--- src/hdl/dwc_mem.sv ---
module dwc_mem #(
  parameter int DEPTH = 64,
  parameter int WIDTH = 16
) (
  input  logic                     clk,
  input  logic                     we,
  input  logic [$clog2(DEPTH)-1:0] waddr,
  input  logic [WIDTH-1:0]         wdata,
  input  logic [$clog2(DEPTH)-1:0] raddr,
  output logic [WIDTH-1:0]         rdata
);
  logic [WIDTH-1:0] mem [DEPTH];

  always_ff @(posedge clk) begin
    if (we) mem[waddr] <= wdata;
    rdata <= mem[raddr];
  end
endmodule

--- config.mk ---
export PLATFORM = sky130hd
export DESIGN_NAME = dwc_mem
export DESIGN_NICKNAME = d
export VERILOG_FILES = /design/src/hdl/dwc_mem.sv
export SDC_FILE = /design/constraint.sdc
export NUM_CORES = 1
export LEC_CHECK = 0
export BUFFER_PORTS_ARGS = -buffer_cell sky130_fd_sc_hd__buf_2
export CORE_MARGIN = 1.5
export CORE_UTILIZATION = 28
export DETAILED_ROUTE_END_ITERATION = 7
export HOLD_SLACK_MARGIN = 0.15
export PLACE_DENSITY = 0.43
export SLEW_MARGIN = 20
export SYNTH_ARGS = -nofsm -noshare
export SYNTH_HDL_FRONTEND = slang
export SYNTH_SLANG_ARGS = --single-unit
--- constraint.sdc ---
create_clock -name clk -period 2.5 [get_ports clk]
set_clock_uncertainty 0.15 [all_clocks]
set_input_delay 0.375 -clock clk [delete_from_list [all_inputs] [get_ports clk]]
set_output_delay 0.375 -clock clk [all_outputs]
set_load 0.005 [all_outputs]
After elaboration in Yosys (flattened, before gate mapping)
Memories as Yosys holds them, arrays and structs flattened. A register that Yosys moved wholly into a read port is not among the register bits.
Index checks and enable logic that the tools add are counted.

operators by class
  multiplexer cells = 2

operators with widths
  kind              count
  1-bit 2-to-1 mux  2

storage, ports and cells
  register bits = 0
  RAM bits = 1,024
  input port bits = 30
  output and inout bits = 16
  word-level logic and storage cells = 3
  memories = 1

memory list
  name  words  bits a word  read ports  clocked after Yosys merged registers in  write ports  line  source
  mem   64     16           1           1                                        1            12    logic [WIDTH-1:0] mem [DEPTH];

Logic depth before layout (Yosys ltp)
  depth in word-level cells = 2
  gate-level depth with buffers = 10
  gate-level depth less buffers = 5

Worst setup path before layout
Ideal clock, no wire load.

  path type = input-to-reg
  start = input waddr[3]
  end = memory mem[48][0], enable pin
  library setup time = 0.409 ns
  data arrival time = 2.001 ns
  data required time = 1.941 ns
  path slack = -0.060 ns
  stages = 4
  path buffers = 1
  path through = clkbuf_1 > nor2b_1 > nand4b_1 > nor3_1

RTL lines
  what         line  source
  from (decl)  7     input logic [$clog2(DEPTH)-1:0] waddr,
  to (decl)    12

Straight into the memory's write port.

==> qor.yml <==
status: "finished clean"
drt_iter0_markers: 1666
ys_ff_latch: 1040
grt_pass1_wl_um: 155000
max-vdd-ir-drop_mv: 0.498
syn_inst: 1829
min_period_over_period_pct: 97.2
wl_per_cell_um: 26.2
yosys.area.top_type_share_pct: 76.8
whs_ns: 0.215
syn_area_per_cell_um2: 21.9
synth_area_leaders: "edfxtp_1 (77%), mux4_2 (12%), mux2i_1 (2.1%), dfxtp_1 (0.80%), mux2_2 (0.76%)"
power_density_nw_per_um2: 784
synth.yosys.seq_area_share_pct: 77.6
die-area_um2: 145000
crit_fanout: 1
ys_warn_count: 0
place.gp.congestion: 0.803
postPlaceCellArea_um2: 44700
maxCapViolations: 0
use_met1_pct: 20.3
synth_top_area_cell: "edfxtp_1"
antenna_found_initial: 18
hold_path.class: "primary input to register"
p_leak_nw: 15.5
hold_viol: 0
ant_nets: 0
slew-limit-headroom_pct: 38.4
vias_per_cell: 4.67
synth_common_cells: "edfxtp_1 (1024), mux4_2 (220), mux2i_1 (85)"
finalSetupViolCount: 0
crit_required_ns: 2.92
final_nets: 2197
criticalPathCategory: "register to register"
place_inst: 3929
arrival_ns: 2.85
async_reset_ff_share_pct: 0
start_util_pct: 28.2
gr-usage-met3_pct: 3.51
end_kind: "register"
synthFlopType: "edfxtp_1"
cts_tree: "built"
synth_cell_types: 43
layout-drive-gt1-share_pct: 32.3
drt_first_pass_iters: 5
clock-root-buffer: "clkbuf_16"
instances_no_fill: 4154
fillers: 13300
clk_pin_slew_ns: 0.06
critPathLaunchType: "register"
synth.most_common_cell: "edfxtp_1"
drc: 0
fp.dieH_um: 381
grt_pass1_vias: 20500
ios: 46
synth_area_um2: 40000
port_buffers: 45
coreArea_um2: 142000
setup_ws_ns: 0.0704
finalMaxSlewViolations: 0
grt_max_degree: 65
grt_busiest_layer: "met2"
clockBufferDepth: 3
grt-ovfl-total: 0
grt_usage_pct: 15.0
hpwl_um: 68200
syn-num-nets: 1859
post-place-ws_ns: -0.489
num_vias: 19400
total_power_mw: 38.0
numCtsBuffers: 109
grt_use_met2_pct: 23.7
tightest_slew_ns: 0.915
routed_wl_um: 109000
max_freq_mhz: 412
die_x_um: 381
htree_levels: 3
final_cell_area_um2: 48500
rsz0062_at_grt: "false"
cts_sinks: 1040
period_minus_slack_ns: 2.43
fp-row-count: 138
synth_edf_count: 1024
cts_setup_buffers: 0
area_growth_syn_to_layout_pct: 21.1
clk_latency_ns: 0.71
## critical path: stages, from the launching register on
cell and delay (ns):
edfxtp_1 0.37, mux4_2 0.46, mux2i_1 0.36, nand3_1 0.23, a31oi_1 0.46, buf_4 0.23, a311oi_1 0.05
## area by class of cell
class	count	area (um2)	share of cell area, %
Sequential cell	1040	31100	64.1
Multi-Input combinational cell	685	8260	17.0
Timing Repair Buffer	331	3170	6.53
Clock buffer	141	2950	6.09
Tap cell	1890	2360	4.88
Clock inverter	60	676	1.39
Antenna cell	7	17.5	0.0361
## layout by cell type (no fill, tap or decap), drive strengths merged, types with 3 or more instances in the layout
cell type,synthesis,routed
mux2,27,27
a221oi,16,16
a221o,6,6
nand4,12,12
dfxtp,16,16
bufinv,0,14
dlygate4sd3,0,17
nand2b,3,3
nand2,60,60
a22o,6,6
a211oi,8,8
a31oi,8,8
mux4,224,224
and4,5,5
clkinv,0,40
nand3,24,24
mux2i,85,85
o21ai,8,8
nor2b,30,30
buf,77,314
clkinvlp,0,5
a311oi,8,8
a22oi,39,39
nor2,74,74
a41oi,5,5
clkbuf,27,141
nor4,3,3
a21oi,17,17
edfxtp,1024,1024
diode,0,7
a211o,8,8
## through the flow
step	utilization [%]	setup TNS (ns)
5_1_grt	34.2	0
3_5_place_dp	31.5	-3.66
6_report	34.2	0
3_3_place_gp	31.5	-3.68
2_1_floorplan	-	0
4_1_cts	34.2	0
## registers in the layout, indices dropped and copies added (netlist names)
name / count
rdata: 16
mem: 1024
## logic make-up (layout without fill, tap and decap cells)
group | Yosys count | in the layout | synth area share (%)
simple gates | 220 | 220 | 2.65
compound gates | 129 | 129 | 2.41
buf+inv | 104 | 532 | 1.83
flops | 1040 | 1040 | 77.6
other cells | 0 | 7 | 0
mux | 336 | 336 | 15.5
## power breakdown
group / leakage [nW] / internal, mW / switching (mW)
sequential: 9.35 / 19.3 / 0.0767
clock: 1.76 / 9.75 / 6.74
combinational: 4.42 / 0.896 / 1.27
## layer usage
metal  vias to the layer above  wire length [um]
met1                     10400             47600
met5                         -                81
met2                       482             51100
met3                       177              6550
met4                        12              3430
li1                       8395                 -
## final timing paths
check                    from         end  slack (ns)  depth (start not counted)
setup / recovery   mem[30][9]    rdata[9]        0.07                          6
hold / removal       wdata[5]  mem[22][5]        0.21                          2
setup reg to reg   mem[30][9]    rdata[9]        0.07                          6
hold reg to reg   mem[10][10]   rdata[10]        0.70                          4
## repair_timing
item,4_1_cts,5_1_grt
hold buffers,17,0
setup endpoints to repair,0,1
hold endpoints to repair,737,0
gates resized for setup,0,1
(Power assumes the default switching activity.)
